<file path="src/design/grc_pkg.sv">
// ----------------------------------------------------------------------------
// grc_pkg
// Shared types and constants for the greedy register coloring block: field
// widths, item kind codes and the result of a slot bitmap word scan.
// ----------------------------------------------------------------------------
package grc_pkg;

  // Fixed widths of the item and result fields.
  localparam int NODE_W     = 10;
  localparam int REGIDX_W   = 4;
  localparam int SLOT_OUT_W = 11;

  // The spill slot bitmap is stored as words of this many bits.
  localparam int WORD_W  = 32;
  localparam int WORD_BW = 5;

  // Item kinds.
  localparam logic KIND_ADJ   = 1'b0;
  localparam logic KIND_CLEAR = 1'b1;

  // Outcome of scanning one bitmap word for a free spill slot.
  typedef struct packed {
    logic               found;
    logic [WORD_BW-1:0] bit_idx;
  } scan_res_t;

endpackage

</file>
<file path="src/design/grc_word_scan.sv">
// ----------------------------------------------------------------------------
// grc_word_scan
// Finds the lowest free spill slot within one word of the slot bitmap. Slot 0
// and slots beyond the node count are treated as taken.
// ----------------------------------------------------------------------------
module grc_word_scan import grc_pkg::*; #(
  parameter int NUM_NODES = 1024,
  parameter int WA        = 6
) (
  input  logic [WORD_W-1:0] word,
  input  logic [WA-1:0]     word_idx,
  output scan_res_t         res
);

  // Priority pick of the lowest clear bit whose slot number is in range.
  always_comb begin
    int idx;
    res = '0;
    idx = 0;
    for (int b = WORD_W - 1; b >= 0; b--) begin
      idx = int'(word_idx) * WORD_W + b;
      if (!word[b] && idx >= 1 && idx <= NUM_NODES) begin
        res.found   = 1'b1;
        res.bit_idx = WORD_BW'(b);
      end
    end
  end

endmodule

</file>
<file path="config.mk">
export PLATFORM = sky130hd
export DESIGN_NAME = grc_word_scan
export DESIGN_NICKNAME = d
export VERILOG_FILES = /design/src/design/grc_pkg.sv /design/src/design/grc_word_scan.sv
export SDC_FILE = /design/constraint.sdc
export NUM_CORES = 1
export LEC_CHECK = 0
export ABC_AREA = 1
export ABC_CLOCK_PERIOD_IN_PS = 2700
export BUFFER_PORTS_ARGS = -buffer_cell sky130_fd_sc_hd__buf_2
export CAP_MARGIN = 20
export CORE_AREA = 2 2 43 45
export DETAILED_ROUTE_END_ITERATION = 8
export DIE_AREA = 0 0 45 47
export PLACE_DENSITY = 0.74
export SLEW_MARGIN = 20
export SYNTH_ARGS = -nofsm -noshare
export SYNTH_HDL_FRONTEND = slang
export SYNTH_SLANG_ARGS = --single-unit
</file>
<file path="constraint.sdc">
create_clock -name vclk -period 2.7
set_input_delay 0.27 -clock vclk [all_inputs]
set_output_delay 0.27 -clock vclk [all_outputs]
set_load 0.02 [all_outputs]
</file>
==> results.json <==
{
  "status": "complete, no violations",
  "seq_power_share_pct": 0,
  "synth_commonest_cells": "44 x nand2_1, 40 x nor2_1, 28 x inv_1",
  "synthTopCellsByArea": "nand2_1 27%, nor2_1 25%, inv_1 17%",
  "start_util_pct": 37.0,
  "io_buffers": 44,
  "drive_gt1_share_pct": 30.1,
  "synthXorXnorAreaFrac_pct": 0,
  "drtAntennaViolNets": 0,
  "synth_compound_area_share_pct": 8.79,
  "max_cap_viol_count": 0,
  "grt_pass1_vias": 706,
  "track_usage_pct": 14.5,
  "finalWirelength_um": 1440,
  "syn_nets": 181,
  "clockBufferCount": 0,
  "crit_top_cell": "nand2_1",
  "area_delta_synth_final_pct": 42.5,
  "viasPerCell": 4.45,
  "post_drt_wl_per_cell_um": 7.07,
  "grt_start_max_net_pins": 21,
  "post_synth_and_or_nand_nor_area_fraction_pct": 70.1,
  "vdd_drop_max_v": 0.0000679,
  "total_power_w": 0.000142,
  "fp-row-count": 15,
  "grt_first_pass_wirelength_um": 2460,
  "hold_class": "in -> out",
  "setup_viol": 0,
  "io_pins": 44,
  "syn_area_um2": 612,
  "gp_congestion": 0.711,
  "drt_iter0_drc": 11,
  "synth_top_family_by_area": "simple AND/OR/NAND/NOR gates",
  "fillerInstances": 187,
  "num_vias": 903,
  "p_clk_share_pct": 0,
  "worst_ep_arrival_time_ps": 2220,
  "crit_path_end_kind": "primary output",
  "dp.cells": 203,
  "synth_fa_ha_area_share_pct": 0,
  "nets": 226,
  "synth_largest_area_cell": "nand2_1",
  "drc": 0,
  "fp.dieW_um": 45,
  "yosysMostFrequentCell": "nand2_1",
  "timing.final.crit_share_pct": 92.4,
  "cp_slowest_cell": "or2_4",
  "pwr-share-comb_pct": 100.0,
  "layoutNonFillerInstCount": 203,
  "slew_viol_final": 0,
  "worst_pin_slew_ps": 284,
  "finalHoldViolations": 0,
  "synth_area_per_cell_um2": 4.28,
  "antenna_found_initial": 0,
  "timing.critical_path.buf_inv": 2,
  "p_int_w": 0.0000660,
  "p_leak_nw": 0.550,
  "slew_headroom_pct": 80.9,
  "cts_setup_buffers": 0,
  "fin_crit_ps": 2490,
  "start_kind": "input port",
  "die_height_um": 47,
  "post-place-ws_ps": 164,
  "core_area_um2": 1650,
  "yosysSeqAreaShare_pct": 0,
  "synth_cells": 143,
  "rsz0062_at_grt": "yes",
  "diodes": 0,
  "synth.top_cell.area_share_pct": 27.0,
  "path_class": "in -> out",
  "cpPeakStageDelay_ps": 240,
  "yosysUniqueCellTypes": 17,
  "ys_warn_count": 0,
  "design.seq.count": 0,
  "fmax_ghz": 0.401,
  "regArea_um2": 0,
  "required_ps": 2430,
  "timing.final.ws_setup_ps": 206,
  "p_switching_w": 0.0000757,
  "crit_family": "simple AND/OR/NAND/NOR gates",
  "p_per_area_nw_per_um2": 162,
  "grt.overflow.total": 0,
  "muxShareOfSynthArea_pct": 0,
  "die_area_um2": 2120,
  "power.share.switching_pct": 53.4,
  "dpl.hpwl_um": 1330,
  "first_pass_iters": 4,
  "cp_max_fo": 8
}
==> path summary, 6_finish.rpt <==
path / from / endpoint / depth (start not counted)
worst min-delay path: word[1] / res[0] / 4
worst max-delay path: word_idx[5] / res[0] / 32
==> worst min-delay path: stages <==
cell and delay [ps]:
buf_2 70, or2_2 100, a21oi_2 50, buf_6 120
==> what timing repair did <==
action | 4_1_cts | 5_1_grt
endpoints found under the setup margin | 0 | 1
gates resized for setup | 0 | 9
hold buffers | 0 | 0
==> area by class of cell <==
class | instances | area (µm²) | area share [%]
Inverter | 28 | 105 | 12.1
Timing Repair Buffer | 46 | 258 | 29.6
Tap cell | 17 | 21.3 | 2.44
Multi-Input combinational cell | 112 | 488 | 56.0
==> power by group through the flow <==
stage	Clock (W)	Sequential (W)	Combinational [W]
3_5_place_dp	0	0	0.000137
3_3_place_gp	0	0	0.000133
6_report	0	0	0.000142
5_1_grt	0	0	0.000164
4_1_cts	0	0	0.000137
2_1_floorplan	0	0	0.0000927
==> cell usage in the layout (no fill, tap or decap) <==
| master | instances |
|---|---|
| a31oi_1 | 2 |
| nand2_2 | 2 |
| nor2_1 | 40 |
| nor3_1 | 6 |
| a21oi_1 | 4 |
| o21ai_0 | 1 |
| buf_8 | 1 |
| inv_1 | 28 |
| nand3_1 | 3 |
| or2_2 | 4 |
| nand4_1 | 1 |
| buf_2 | 41 |
| buf_6 | 2 |
| o21bai_1 | 1 |
| a21oi_2 | 1 |
| buf_4 | 2 |
| nor3b_1 | 1 |
| or2_4 | 3 |
| nand2_1 | 43 |
==> per-layer routing <==
metal | vias up | track usage, % | wire, µm
met5 | - | 0 | 0
met4 | 0 | 2.35 | 0
met3 | 0 | 0 | 70
met2 | 20 | 28.9 | 723
met1 | 371 | 17.7 | 641
li1 | 512 | - | -
==> cell families (layout without fill, tap and decap cells) <==
kind of cell | Yosys count | count (layout)
compound gates | 9 | 9
buf+inv | 31 | 74
simple gates | 103 | 103
==> stage by stage <==
stage	hold WS, ps	area [µm²]	util [%]	TNS, ps
2_1_floorplan	728	612	-	0
3_3_place_gp	911	845	51.1	0
3_5_place_dp	912	845	51.1	0
4_1_cts	912	845	51.1	0
5_1_grt	912	872	52.8	-48.0
6_report	884	872	52.8	0
(Power assumes the default switching activity.)
